**src/sv/aet_pkg.sv**
```systemverilog
// aet_pkg: shared types, codes and helpers of the arithmetic expression tokenizer
// used by aet_lexer, aet_outq and arith_expression_tokenizer_core; no dependencies
package aet_pkg;

  localparam int LINE_W  = 16;
  localparam int COL_W   = 12;
  localparam int TALLY_W = 6;
  localparam int ILIM_W  = 6;
  localparam int ELIM_W  = 4;
  localparam int MAX_RES = 3;
  localparam int CNT_W   = 2;
  localparam int ADDR_W  = 1;
  localparam int DATA_W  = 48;

  localparam logic [LINE_W-1:0]  LINE_MAX  = '1;
  localparam logic [LINE_W-1:0]  LINE_ONE  = LINE_W'(1);
  localparam logic [COL_W-1:0]   COL_MAX   = '1;
  localparam logic [TALLY_W-1:0] TALLY_MAX = '1;

  // configuration register indexes
  localparam logic [ADDR_W-1:0] REG_INT_LIMIT = 1'b0;
  localparam logic [ADDR_W-1:0] REG_EXP_LIMIT = 1'b1;

  localparam logic [ILIM_W-1:0] INT_LIMIT_RST = 6'd18;
  localparam logic [ELIM_W-1:0] EXP_LIMIT_RST = 4'd3;

  // token kinds
  localparam logic [3:0] KIND_NONE = 4'd0;
  localparam logic [3:0] K_NEWLINE = 4'd0;
  localparam logic [3:0] K_PLUS    = 4'd1;
  localparam logic [3:0] K_MINUS   = 4'd2;
  localparam logic [3:0] K_STAR    = 4'd3;
  localparam logic [3:0] K_SLASH   = 4'd4;
  localparam logic [3:0] K_PERCENT = 4'd5;
  localparam logic [3:0] K_LPAREN  = 4'd6;
  localparam logic [3:0] K_RPAREN  = 4'd7;
  localparam logic [3:0] K_INTEGER = 4'd8;
  localparam logic [3:0] K_FLOAT   = 4'd9;
  localparam logic [3:0] K_END     = 4'd10;

  // error codes
  localparam logic [2:0] CODE_NONE      = 3'd0;
  localparam logic [2:0] E_UNRECOGNIZED = 3'd0;
  localparam logic [2:0] E_EOL_RADIX    = 3'd1;
  localparam logic [2:0] E_BAD_RADIX    = 3'd2;
  localparam logic [2:0] E_EOL_EXP      = 3'd3;
  localparam logic [2:0] E_BAD_EXP      = 3'd4;
  localparam logic [2:0] E_TOO_LARGE    = 3'd5;
  localparam logic [2:0] E_SEPARATOR    = 3'd6;

  // characters
  localparam logic [7:0] CH_NL     = 8'h0A;
  localparam logic [7:0] CH_PLUS   = 8'h2B;
  localparam logic [7:0] CH_MINUS  = 8'h2D;
  localparam logic [7:0] CH_STAR   = 8'h2A;
  localparam logic [7:0] CH_SLASH  = 8'h2F;
  localparam logic [7:0] CH_PCT    = 8'h25;
  localparam logic [7:0] CH_LPAREN = 8'h28;
  localparam logic [7:0] CH_RPAREN = 8'h29;
  localparam logic [7:0] CH_ZERO   = 8'h30;
  localparam logic [7:0] CH_NINE   = 8'h39;
  localparam logic [7:0] CH_US     = 8'h5F;
  localparam logic [7:0] CH_DOT    = 8'h2E;
  localparam logic [7:0] CH_E_LO   = 8'h65;
  localparam logic [7:0] CH_E_UP   = 8'h45;
  localparam logic [7:0] CH_SP     = 8'h20;
  localparam logic [7:0] CH_TAB    = 8'h09;
  localparam logic [7:0] CH_CR     = 8'h0D;
  localparam logic [7:0] CH_VT     = 8'h0B;
  localparam logic [7:0] CH_BEL    = 8'h07;
  localparam logic [7:0] CH_BS     = 8'h08;

  // one result beat, first field in the highest bits
  typedef struct packed {
    logic [COL_W-1:0]  length;
    logic [COL_W-1:0]  column;
    logic [LINE_W-1:0] line_number;
    logic [2:0]        error_code;
    logic [3:0]        kind;
    logic              is_error;
  } res_t;

  function automatic logic [COL_W-1:0] col_inc(input logic [COL_W-1:0] v);
    return (v == COL_MAX) ? v : COL_W'(v + 1'b1);
  endfunction

  function automatic res_t mk_res(input logic              is_err,
                                  input logic [3:0]        kind,
                                  input logic [2:0]        code,
                                  input logic [LINE_W-1:0] line,
                                  input logic [COL_W-1:0]  col,
                                  input logic [COL_W-1:0]  len);
    res_t r;
    r.is_error    = is_err;
    r.kind        = kind;
    r.error_code  = code;
    r.line_number = line;
    r.column      = col;
    r.length      = len;
    return r;
  endfunction

endpackage

```
**src/sv/aet_lexer.sv**
```systemverilog
// aet_lexer: scanner state registers and the per-character decode that
// yields up to three result beats per character; depends on aet_pkg
module aet_lexer (
  input  logic                        clk,
  input  logic                        rst_n,
  input  logic                        in_fire,
  input  logic [7:0]                  ch,
  input  logic                        le,
  input  logic                        eoi,
  input  logic [aet_pkg::ILIM_W-1:0]  int_lim,
  input  logic [aet_pkg::ELIM_W-1:0]  exp_lim,
  output aet_pkg::res_t               res [aet_pkg::MAX_RES],
  output logic [aet_pkg::CNT_W-1:0]   res_n
);
  import aet_pkg::*;

  localparam logic [2:0] M_IDLE  = 3'd0;
  localparam logic [2:0] M_INT   = 3'd1;
  localparam logic [2:0] M_DOT   = 3'd2;
  localparam logic [2:0] M_FRAC  = 3'd3;
  localparam logic [2:0] M_EMARK = 3'd4;
  localparam logic [2:0] M_SIGN  = 3'd5;
  localparam logic [2:0] M_EXP   = 3'd6;
  localparam logic [2:0] M_SKIP  = 3'd7;

  localparam logic [1:0] F_INT = 2'd0;
  localparam logic [1:0] F_FLT = 2'd1;
  localparam logic [1:0] F_EXP = 2'd2;

  logic [2:0]         mode_r,  mode_nxt;
  logic [LINE_W-1:0]  line_r,  line_nxt;
  logic [COL_W-1:0]   col_r,   col_nxt;
  logic [COL_W-1:0]   ts_r,    ts_nxt;
  logic [COL_W-1:0]   exps_r,  exps_nxt;
  logic [TALLY_W-1:0] tally_r, tally_nxt;
  logic               pwd_r,   pwd_nxt;

  logic [COL_W-1:0]   p, e1, ep, fin_len;
  logic               dig, run, blank, in_run, sep_bad;
  logic [TALLY_W-1:0] tally_abs, tally_use;
  logic               int_big, exp_big;
  logic               op_v;
  logic [3:0]         op_kind;

  logic               sep_v, pri_v, pri_fin, idle_go, end_v, idle_v, tail_v;
  logic [1:0]         fin_sel;
  logic [2:0]         pri_code;
  logic [COL_W-1:0]   pri_pos;
  res_t               r_sep, r_pri, r_fin, r_idle, r_tail;

  assign p      = col_r;
  assign e1     = col_inc(col_r);
  assign dig    = (ch >= CH_ZERO) && (ch <= CH_NINE);
  assign run    = dig || (ch == CH_US);
  assign blank  = (ch == CH_SP) || (ch == CH_TAB) || (ch == CH_CR) ||
                  (ch == CH_VT) || (ch == CH_BEL) || (ch == CH_BS);
  assign in_run = run && !eoi;

  // digit run continues: finish at the line end; otherwise at this position
  assign ep      = in_run ? e1 : p;
  assign sep_bad = in_run ? !dig : !pwd_r;

  assign tally_abs = (dig && (tally_r != TALLY_MAX)) ? TALLY_W'(tally_r + 1'b1) : tally_r;
  assign tally_use = eoi ? tally_r : tally_abs;
  assign int_big   = tally_use > int_lim;
  assign exp_big   = tally_use > TALLY_W'(exp_lim);
  assign fin_len   = COL_W'(ep - ts_r);

  always_comb begin
    op_v    = 1'b1;
    op_kind = K_NEWLINE;
    unique case (ch)
      CH_NL:     op_kind = K_NEWLINE;
      CH_PLUS:   op_kind = K_PLUS;
      CH_MINUS:  op_kind = K_MINUS;
      CH_STAR:   op_kind = K_STAR;
      CH_SLASH:  op_kind = K_SLASH;
      CH_PCT:    op_kind = K_PERCENT;
      CH_LPAREN: op_kind = K_LPAREN;
      CH_RPAREN: op_kind = K_RPAREN;
      default:   op_v    = 1'b0;
    endcase
  end

  // scan decision
  always_comb begin
    mode_nxt  = mode_r;
    ts_nxt    = ts_r;
    tally_nxt = tally_r;
    pwd_nxt   = pwd_r;
    exps_nxt  = exps_r;
    line_nxt  = line_r;
    col_nxt   = col_r;
    sep_v     = 1'b0;
    pri_v     = 1'b0;
    pri_fin   = 1'b0;
    fin_sel   = F_INT;
    pri_code  = E_UNRECOGNIZED;
    pri_pos   = p;
    idle_go   = 1'b0;
    end_v     = 1'b0;

    if (eoi) begin
      end_v = 1'b1;
      unique case (mode_r)
        M_INT: begin
          sep_v = sep_bad; pri_v = 1'b1; pri_fin = 1'b1; fin_sel = F_INT;
        end
        M_DOT: begin
          pri_v = 1'b1; pri_code = E_EOL_RADIX;
        end
        M_FRAC: begin
          sep_v = sep_bad; pri_v = 1'b1; pri_fin = 1'b1; fin_sel = F_FLT;
        end
        M_EMARK, M_SIGN: begin
          pri_v = 1'b1; pri_code = E_EOL_EXP;
        end
        M_EXP: begin
          sep_v = sep_bad; pri_v = 1'b1; pri_fin = 1'b1; fin_sel = F_EXP;
        end
        default: ;
      endcase
    end else begin
      unique case (mode_r)
        M_IDLE: idle_go = 1'b1;
        M_INT: begin
          if (run) begin
            tally_nxt = tally_abs;
            pwd_nxt   = dig;
            if (le) begin
              sep_v = sep_bad; pri_v = 1'b1; pri_fin = 1'b1; fin_sel = F_INT;
            end
          end else begin
            sep_v = sep_bad;
            if (ch == CH_DOT) begin
              mode_nxt = M_DOT;
              if (le) begin
                pri_v = 1'b1; pri_code = E_EOL_RADIX; pri_pos = e1;
              end
            end else begin
              pri_v = 1'b1; pri_fin = 1'b1; fin_sel = F_INT; idle_go = 1'b1;
            end
          end
        end
        M_DOT: begin
          if (dig) begin
            mode_nxt = M_FRAC;
            pwd_nxt  = 1'b1;
            if (le) begin
              pri_v = 1'b1; pri_fin = 1'b1; fin_sel = F_FLT;
            end
          end else begin
            pri_v = 1'b1; pri_code = E_BAD_RADIX; idle_go = 1'b1;
          end
        end
        M_FRAC: begin
          if (run) begin
            tally_nxt = tally_abs;
            pwd_nxt   = dig;
            if (le) begin
              sep_v = sep_bad; pri_v = 1'b1; pri_fin = 1'b1; fin_sel = F_FLT;
            end
          end else begin
            sep_v = sep_bad;
            if ((ch == CH_E_LO) || (ch == CH_E_UP)) begin
              mode_nxt = M_EMARK;
              if (le) begin
                pri_v = 1'b1; pri_code = E_EOL_EXP; pri_pos = e1;
              end
            end else begin
              pri_v = 1'b1; pri_fin = 1'b1; fin_sel = F_FLT; idle_go = 1'b1;
            end
          end
        end
        M_EMARK, M_SIGN: begin
          if ((mode_r == M_EMARK) && ((ch == CH_PLUS) || (ch == CH_MINUS))) begin
            mode_nxt = M_SIGN;
            if (le) begin
              pri_v = 1'b1; pri_code = E_EOL_EXP; pri_pos = e1;
            end
          end else if (dig) begin
            mode_nxt  = M_EXP;
            exps_nxt  = p;
            tally_nxt = '0;
            pwd_nxt   = 1'b1;
            // a single exponent digit never exceeds the limit
            if (le) begin
              pri_v = 1'b1; pri_fin = 1'b1; fin_sel = F_FLT;
            end
          end else begin
            pri_v = 1'b1; pri_code = E_BAD_EXP; idle_go = 1'b1;
          end
        end
        M_EXP: begin
          if (run) begin
            tally_nxt = tally_abs;
            pwd_nxt   = dig;
            if (le) begin
              sep_v = sep_bad; pri_v = 1'b1; pri_fin = 1'b1; fin_sel = F_EXP;
            end
          end else begin
            sep_v = sep_bad; pri_v = 1'b1; pri_fin = 1'b1; fin_sel = F_EXP;
            idle_go = 1'b1;
          end
        end
        M_SKIP: begin
          if (ch == CH_NL) mode_nxt = M_IDLE;
        end
      endcase
    end

    // character seen between tokens
    if (idle_go) begin
      mode_nxt = M_IDLE;
      if (!blank && dig) begin
        mode_nxt  = M_INT;
        ts_nxt    = p;
        tally_nxt = '0;
        pwd_nxt   = 1'b1;
      end else if (!blank && !op_v) begin
        mode_nxt = M_SKIP;
      end
    end

    if (eoi) begin
      mode_nxt  = M_IDLE;
      line_nxt  = LINE_ONE;
      col_nxt   = '0;
      ts_nxt    = '0;
      tally_nxt = '0;
      pwd_nxt   = 1'b0;
      exps_nxt  = '0;
    end else if (le) begin
      mode_nxt = M_IDLE;
      col_nxt  = '0;
      line_nxt = (line_r == LINE_MAX) ? line_r : LINE_W'(line_r + 1'b1);
    end else begin
      col_nxt = e1;
    end
  end

  // result beats
  always_comb begin
    r_sep = mk_res(1'b1, KIND_NONE, E_SEPARATOR, line_r, ep, '0);

    unique case (fin_sel)
      F_INT: r_fin = int_big ? mk_res(1'b1, KIND_NONE, E_TOO_LARGE, line_r, ts_r, '0)
                             : mk_res(1'b0, K_INTEGER, CODE_NONE, line_r,
                                      col_inc(ts_r), fin_len);
      F_EXP: r_fin = exp_big ? mk_res(1'b1, KIND_NONE, E_TOO_LARGE, line_r, exps_r, '0)
                             : mk_res(1'b0, K_FLOAT, CODE_NONE, line_r,
                                      col_inc(ts_r), fin_len);
      default: r_fin = mk_res(1'b0, K_FLOAT, CODE_NONE, line_r, col_inc(ts_r), fin_len);
    endcase

    r_pri = pri_fin ? r_fin : mk_res(1'b1, KIND_NONE, pri_code, line_r, pri_pos, '0);

    // a digit at a line end is a one-digit integer right away
    idle_v = !blank && (op_v || !dig || le);
    if (op_v) begin
      r_idle = mk_res(1'b0, op_kind, CODE_NONE, line_r, e1, COL_W'(1));
    end else if (dig) begin
      r_idle = mk_res(1'b0, K_INTEGER, CODE_NONE, line_r, e1, COL_W'(e1 - p));
    end else begin
      r_idle = mk_res(1'b1, KIND_NONE, E_UNRECOGNIZED, line_r, p, '0);
    end

    tail_v = end_v || (idle_go && idle_v);
    r_tail = end_v ? mk_res(1'b0, K_END, CODE_NONE, line_r, COL_W'(1), '0) : r_idle;

    // pack present beats in order
    res[0] = sep_v ? r_sep : (pri_v ? r_pri : r_tail);
    res[1] = (sep_v && pri_v) ? r_pri : r_tail;
    res[2] = r_tail;
    res_n  = CNT_W'(sep_v) + CNT_W'(pri_v) + CNT_W'(tail_v);
  end

  always_ff @(posedge clk) begin
    if (!rst_n) begin
      mode_r  <= M_IDLE;
      line_r  <= LINE_ONE;
      col_r   <= '0;
      ts_r    <= '0;
      tally_r <= '0;
      pwd_r   <= 1'b0;
      exps_r  <= '0;
    end else if (in_fire) begin
      mode_r  <= mode_nxt;
      line_r  <= line_nxt;
      col_r   <= col_nxt;
      ts_r    <= ts_nxt;
      tally_r <= tally_nxt;
      pwd_r   <= pwd_nxt;
      exps_r  <= exps_nxt;
    end
  end

  a_line_end_clears: assert property (@(posedge clk) disable iff (!rst_n)
    in_fire && le && !eoi |=> (mode_r == M_IDLE) && (col_r == '0))
    else $error("line end did not return scanner to column zero");

  a_eoi_resets: assert property (@(posedge clk) disable iff (!rst_n)
    in_fire && eoi |=> (line_r == LINE_ONE) && (mode_r == M_IDLE) && (tally_r == '0))
    else $error("end of input did not reset scanner state");

  a_eoi_one_end: assert property (@(posedge clk) disable iff (!rst_n)
    in_fire && eoi |-> (res_n != '0) && (res[res_n - 1'b1].kind == K_END))
    else $error("end of input without closing end token");

endmodule

```
**src/sv/aet_outq.sv**
```systemverilog
// aet_outq: result register for up to three beats per character, drained one
// beat per cycle while out_tready is high onto the output stream; depends on aet_pkg
module aet_outq (
  input  logic                      clk,
  input  logic                      rst_n,
  input  logic                      load,
  input  aet_pkg::res_t             res [aet_pkg::MAX_RES],
  input  logic [aet_pkg::CNT_W-1:0] res_n,
  output logic                      take_ok,
  output logic                      out_tvalid,
  input  logic                      out_tready,
  output logic [aet_pkg::DATA_W-1:0] out_tdata,
  output logic                      out_tlast
);
  import aet_pkg::*;

  res_t             res_q [MAX_RES];
  logic [CNT_W-1:0] cnt_r, cnt_nxt;
  logic [CNT_W-1:0] idx_r, idx_nxt;

  assign out_tvalid = (idx_r != cnt_r);
  assign out_tlast  = (CNT_W'(idx_r + 1'b1) == cnt_r);
  assign out_tdata  = res_q[idx_r];
  // new beats may load when none are pending or the last pending one leaves this cycle
  assign take_ok    = !out_tvalid || (out_tlast && out_tready);

  always_comb begin
    cnt_nxt = cnt_r;
    idx_nxt = idx_r;
    if (load) begin
      cnt_nxt = res_n;
      idx_nxt = '0;
    end else if (out_tvalid && out_tready) begin
      idx_nxt = CNT_W'(idx_r + 1'b1);
    end
  end

  always_ff @(posedge clk) begin
    if (!rst_n) begin
      cnt_r <= '0;
      idx_r <= '0;
    end else begin
      cnt_r <= cnt_nxt;
      idx_r <= idx_nxt;
    end
  end

  always_ff @(posedge clk) begin
    if (load) begin
      res_q <= res;
    end
  end

  a_idx_bound: assert property (@(posedge clk) disable iff (!rst_n)
    idx_r <= cnt_r)
    else $error("drain index ran past beat count");

  a_no_overwrite: assert property (@(posedge clk) disable iff (!rst_n)
    load |-> !out_tvalid || (out_tready && out_tlast))
    else $error("pending result beats overwritten");

  a_keep_draining: assert property (@(posedge clk) disable iff (!rst_n)
    out_tvalid && out_tready && !out_tlast |=> out_tvalid)
    else $error("result beats lost inside a group");

endmodule

```
**src/sv/arith_expression_tokenizer_core.sv**
```systemverilog
// arith_expression_tokenizer_core: top level of the arithmetic expression
// tokenizer; holds the digit limit registers, uses aet_pkg, aet_lexer, aet_outq
//
// usage:
//  - in_*: one source byte per beat; in_tlast marks the last byte of a line,
//    in_tuser marks end of input (byte and in_tlast are then ignored)
//  - out_*: token and error beats; out_tlast marks the last beat caused by
//    one input beat (input beats that cause nothing give no output beat)
//  - cfg_*: write-only digit limits, written while the stream is idle
//  - output: first result beat valid in the cycle after the input beat is taken
//  - throughput: one input beat per cycle while each makes at most one
//    result and out_tready is high; a beat making more results holds the
//    input until its last beat leaves the result register on the single output port
//  - out_tready low holds the result register and, while any beat is
//    pending, also holds in_tready low; no beat is dropped
//  - reset: scanner idle at line 1 column 0, limits back to 18 and 3,
//    result register empty
module arith_expression_tokenizer_core (
  input  logic                       clk,
  input  logic                       rst_n,
  // input stream
  input  logic                       in_tvalid,
  output logic                       in_tready,
  input  logic [7:0]                 in_tdata,   // ch
  input  logic                       in_tlast,   // line_end
  input  logic                       in_tuser,   // end_of_input
  // result stream
  output logic                       out_tvalid,
  input  logic                       out_tready,
  // is_error[0], kind[4:1], error_code[7:5], line_number[23:8],
  // column[35:24], length[47:36]
  output logic [aet_pkg::DATA_W-1:0] out_tdata,
  output logic                       out_tlast,  // last
  // configuration writes
  input  logic                       cfg_we,
  input  logic [aet_pkg::ADDR_W-1:0] cfg_addr,
  input  logic [aet_pkg::ILIM_W-1:0] cfg_wdata
);
  import aet_pkg::*;

  logic [ILIM_W-1:0] int_lim_r;
  logic [ELIM_W-1:0] exp_lim_r;
  logic              in_fire;
  logic              take_ok;
  res_t              res [MAX_RES];
  logic [CNT_W-1:0]  res_n;

  assign in_tready = take_ok;
  assign in_fire   = in_tvalid && take_ok;

  // digit limit registers
  always_ff @(posedge clk) begin
    if (!rst_n) begin
      int_lim_r <= INT_LIMIT_RST;
      exp_lim_r <= EXP_LIMIT_RST;
    end else if (cfg_we) begin
      unique case (cfg_addr)
        REG_INT_LIMIT: int_lim_r <= cfg_wdata;
        REG_EXP_LIMIT: exp_lim_r <= cfg_wdata[ELIM_W-1:0];
      endcase
    end
  end

  // scanner state and per-character decode
  aet_lexer u_lexer (
    .clk     (clk),
    .rst_n   (rst_n),
    .in_fire (in_fire),
    .ch      (in_tdata),
    .le      (in_tlast),
    .eoi     (in_tuser),
    .int_lim (int_lim_r),
    .exp_lim (exp_lim_r),
    .res     (res),
    .res_n   (res_n)
  );

  // result register and output drain
  aet_outq u_outq (
    .clk        (clk),
    .rst_n      (rst_n),
    .load       (in_fire),
    .res        (res),
    .res_n      (res_n),
    .take_ok    (take_ok),
    .out_tvalid (out_tvalid),
    .out_tready (out_tready),
    .out_tdata  (out_tdata),
    .out_tlast  (out_tlast)
  );

endmodule
```
**config.mk**
```make
export PLATFORM = sky130hd
export DESIGN_NAME = arith_expression_tokenizer_core
export DESIGN_NICKNAME = d
export VERILOG_FILES = /design/src/sv/aet_pkg.sv /design/src/sv/aet_lexer.sv /design/src/sv/aet_outq.sv /design/src/sv/arith_expression_tokenizer_core.sv
export SDC_FILE = /design/constraint.sdc
export NUM_CORES = 1
export LEC_CHECK = 0
export ABC_AREA = 1
export BUFFER_PORTS_ARGS = -buffer_cell sky130_fd_sc_hd__buf_2
export CORE_ASPECT_RATIO = 1.25
export CORE_MARGIN = 4
export CORE_UTILIZATION = 50
export CTS_CLUSTER_DIAMETER = 120
export DETAILED_ROUTE_END_ITERATION = 12
export PLACE_DENSITY = 0.7
export SKIP_CTS_REPAIR_TIMING = 1
export SLEW_MARGIN = 20
export SYNTH_ARGS = -nofsm -noshare
export SYNTH_HDL_FRONTEND = slang
export SYNTH_HIERARCHICAL = 1
export SYNTH_SLANG_ARGS = --single-unit
```
**constraint.sdc**
```tcl
create_clock -name clk -period 5.34 [get_ports clk]
set_input_delay 0.801 -clock clk [delete_from_list [all_inputs] [get_ports clk]]
set_output_delay 0.801 -clock clk [all_outputs]
set_load 0.005 [all_outputs]
```
==> flow_summary_export.csv <==
group,metric,value,unit
status,status,"finished, final reports clean",
logic_synthesis,ys.warnings.count,6,
global_routing,grt_pass1_vias,12200,
pwr,ir_drop,0.407,mV
critical_path,path_max_fanout,8,
critical_path,crit_path_max_incr_delay,0.52,ns
critical_path,arrival,4.23,ns
critical_path,worst-setup-path-type,"reg2reg",
logic_synthesis,muxShareOfSynthArea,0,%
placed_design,numPortBuffers,72,
logic_synthesis,synth_common_cells,"480 x nand2_1, 261 x nor2_1, 168 x inv_1",
cts,cts_tree,"built",
critical_path,cp_num_buf_inv,3,
global_routing,grt_usage,24.7,%
logic_synthesis,yosys.area_share.simple,30.7,%
cts,clkSinkCount,220,
detailed_routing,wl,39.9,mm
critical_path,start_kind,"flop",
logic_synthesis,syn_area,14600,um2
timing,period_share,74.3,%
cts,cts_made_buffers,24,
pwr,p_leak,0.00673,uW
critical_path,worst-r2r-setup-slack,1.37,ns
logic_synthesis,yosysTopAreaCell,"edfxtp_1",
logic_synthesis,synth_edf_count,144,
logic_synthesis,synth_xor_area_share,1.38,%
logic_synthesis,ys_seq_area_share,40.0,%
layout,nNetsFinal,1941,
timing,slew_viol_final,0,
timing,fin_skew,0.0148,ns
logic_synthesis,synth_fa_ha_area_share,3.50,%
floorplan,rows,69,
critical_path,crit_path_end_kind,"flop",
detailed_routing,drtPass1Iterations,7,
placed_design,post-dp-hpwl,29.3,mm
run,drv_cap,0,
layout,area_growth,6.73,%
critical_path,cp_top_family,"adder cells",
global_routing,overflow,0,
global_routing,grt_pass1_wl,64.7,mm
logic_synthesis,syn_inst,1883,
layout,fin_area,15600,um2
cts,root_buffer,"clkbuf_16",
cts,h-tree-depth,1,
critical_path,slowest_stage,"dfxtp_1",
timing,max_slew_margin,31.1,%
logic_synthesis,synth_top_family_by_area,"simple AND/OR/NAND/NOR gates",
logic_synthesis,synthTopCellsByArea,"edfxtp_1 30%, nand2_1 12%, dfxtp_1 10%",
timing,layout_setup_ws,1.37,ns
layout,drive_gt1_share,15.5,%
floorplan,die_y,199,um
layout,fin_util,54.5,%
global_routing,grt_max_degree,99,
layout,nFillCells,2747,
layout,n_antenna_cell,0,
floorplan,die_w,161,um
detailed_routing,drtAntennaViolNets,0,
timing,min_period,3.97,ns
detailed_routing,viasPerCell,5.57,
floorplan,dieArea,32000,um2
logic_synthesis,synth.most_common_cell,"nand2_1",
floorplan,io_pins,73,
global_routing,antenna_found_initial,1,
logic_synthesis,synthArstFlopShare,0,%
placed_design,gp_congestion,1.02,
logic_synthesis,synth_top_area_share,29.6,%
floorplan,start_util,51.1,%
logic_synthesis,ys_types,61,
cts,path_clk_slew,0.06,ns
detailed_routing,wl_per_cell,17.5,um
pwr,power.density,455,nW/um2
critical_path,cp_cell_sequence,"ha_1, nand3_1, nor2_1, nand4_1, buf_4, ha_1, inv_1, nand2_1, o21ai_0, ha_1, fa_1, inv_1, a21oi_1, nor2_1, o21ai_0, nand2_1, xor2_1, nor2_1, nand2_1, o21ai_0",
cts,clock_latency,0.53,ns
detailed_routing,num_vias,12700,
detailed_routing,drc,0,
cts,cts_max_path_buffers,3,
timing,setup_viol,0,
logic_synthesis,synth_compound_area_share,13.8,%
timing,finalSetupTns,0,ns
pwr,power,7090,uW
logic_synthesis,ys_ff_latch,220,
logic_synthesis,synth_ff_type,"edfxtp_1",
placed_design,place_area,14700,um2
critical_path,crit_required,5.60,ns
placed_design,dpl_worst_slack,1.12,ns
detailed_routing,drt-initial-drc-count,946,
floorplan,core_region_area,28600,um2
timing,max_freq,252,MHz
timing,rsz0062_at_grt,"no",
timing,hold_viol,0,
timing,worstMarginPinSlew,1.03,ns
logic_synthesis,syn_avg_cell_area,7.75,um2
worst_hold_path,hp-class,"reg2reg",
## cell type report
class	count	area [um2]	area share, %
tap	390	488	3.13
inverter	189	728	4.67
clock buffer	31	668	4.29
sequential	220	5850	37.6
clock inverter	11	166	1.07
timing repair buffer	86	465	2.99
multi-input combinational	1359	7210	46.3
## stage by stage
stage	instances	hold WS (ns)
after floorplan	1885	0.429
after detailed placement	2244	0.449
after global placement	2244	0.445
after CTS	2286	0.465
after global routing	2286	0.484
final	2286	0.463
## layer usage
layer / wire [um] / vias up / global-route usage [%] / share of wire, %
li1: - / 6197 / - / -
met1: 16100 / 5985 / 30.8 / 40
met2: 19800 / 450 / 44.0 / 50
met3: 2310 / 103 / 2.90 / 5.8
met4: 1740 / 2 / 9.99 / 4.4
met5: 7 / - / 0 / 0.018
## placed cells by master (no fill, tap or decap), types with 4 or more instances in the layout
cell type / n
clkbuf_16: 25
edfxtp_1: 144
nand2_4: 6
nor2_2: 16
nor2_1: 261
o31ai_1: 4
o21ai_0: 98
ha_1: 36
buf_4: 14
nand3_2: 42
dfxtp_1: 74
clkbuf_1: 4
buf_2: 72
a22oi_2: 4
a21oi_1: 98
clkinvlp_4: 4
nand3_1: 110
xnor2_1: 5
nand4_1: 33
or2_2: 4
xor2_1: 18
o31ai_2: 47
inv_2: 17
nor2_4: 7
nand2_2: 12
o211ai_1: 11
nor3_1: 16
o21ai_1: 8
inv_1: 167
nand2_1: 480
bufinv_16: 4
## kinds of logic after synthesis
kind of cell    Yosys count
flops                   220
buf+inv                 306
simple gates            997
fa+ha+maj                39
xor+xnor                 23
compound gates          297
other cells               1
## final timing paths
path,start,to,cells past startpoint
worst max-delay path,u_lexer/col_r[1]$_SDFFE_PN0P_,u_outq/res_q[92]$_DFFE_PP_,20
worst min-delay path,int_lim_r[1]$_SDFFE_PN1P_,int_lim_r[1]$_SDFFE_PN1P_,2
worst max register to register,u_lexer/col_r[1]$_SDFFE_PN0P_,u_outq/res_q[92]$_DFFE_PP_,20
worst min register to register,int_lim_r[1]$_SDFFE_PN1P_,int_lim_r[1]$_SDFFE_PN1P_,2
## report_power, final
group | switching, uW | internal, uW
clock network | 682 | 1070
registers | 190 | 2400
logic | 1920 | 832
## worst reg2reg max path: stages, from the launching register on
cell and delay (ns):
dfxtp_1 0.52, ha_1 0.27, nand3_1 0.11, nor2_1 0.22, nand4_1 0.14, buf_4 0.19, ha_1 0.31, inv_1 0.09
nand2_1 0.07, o21ai_0 0.16, ha_1 0.29, fa_1 0.40, inv_1 0.13, a21oi_1 0.10, nor2_1 0.15, o21ai_0 0.09
nand2_1 0.09, xor2_1 0.14, nor2_1 0.08, nand2_1 0.07, o21ai_0 0.07
## sequential cells by signal (all words and copies together), names as in the netlist
name / flops
u_lexer/exps_r: 12
u_outq/cnt_r: 2
u_lexer/mode_r: 3
u_lexer/pwd_r: 1
u_lexer/line_r: 16
u_outq/res_q: 144
u_outq/idx_r: 2
exp_lim_r: 4
u_lexer/tally_r: 6
int_lim_r: 6
u_lexer/ts_r: 12
u_lexer/col_r: 12
No activity file was read; power rests on OpenSTA's default activity.
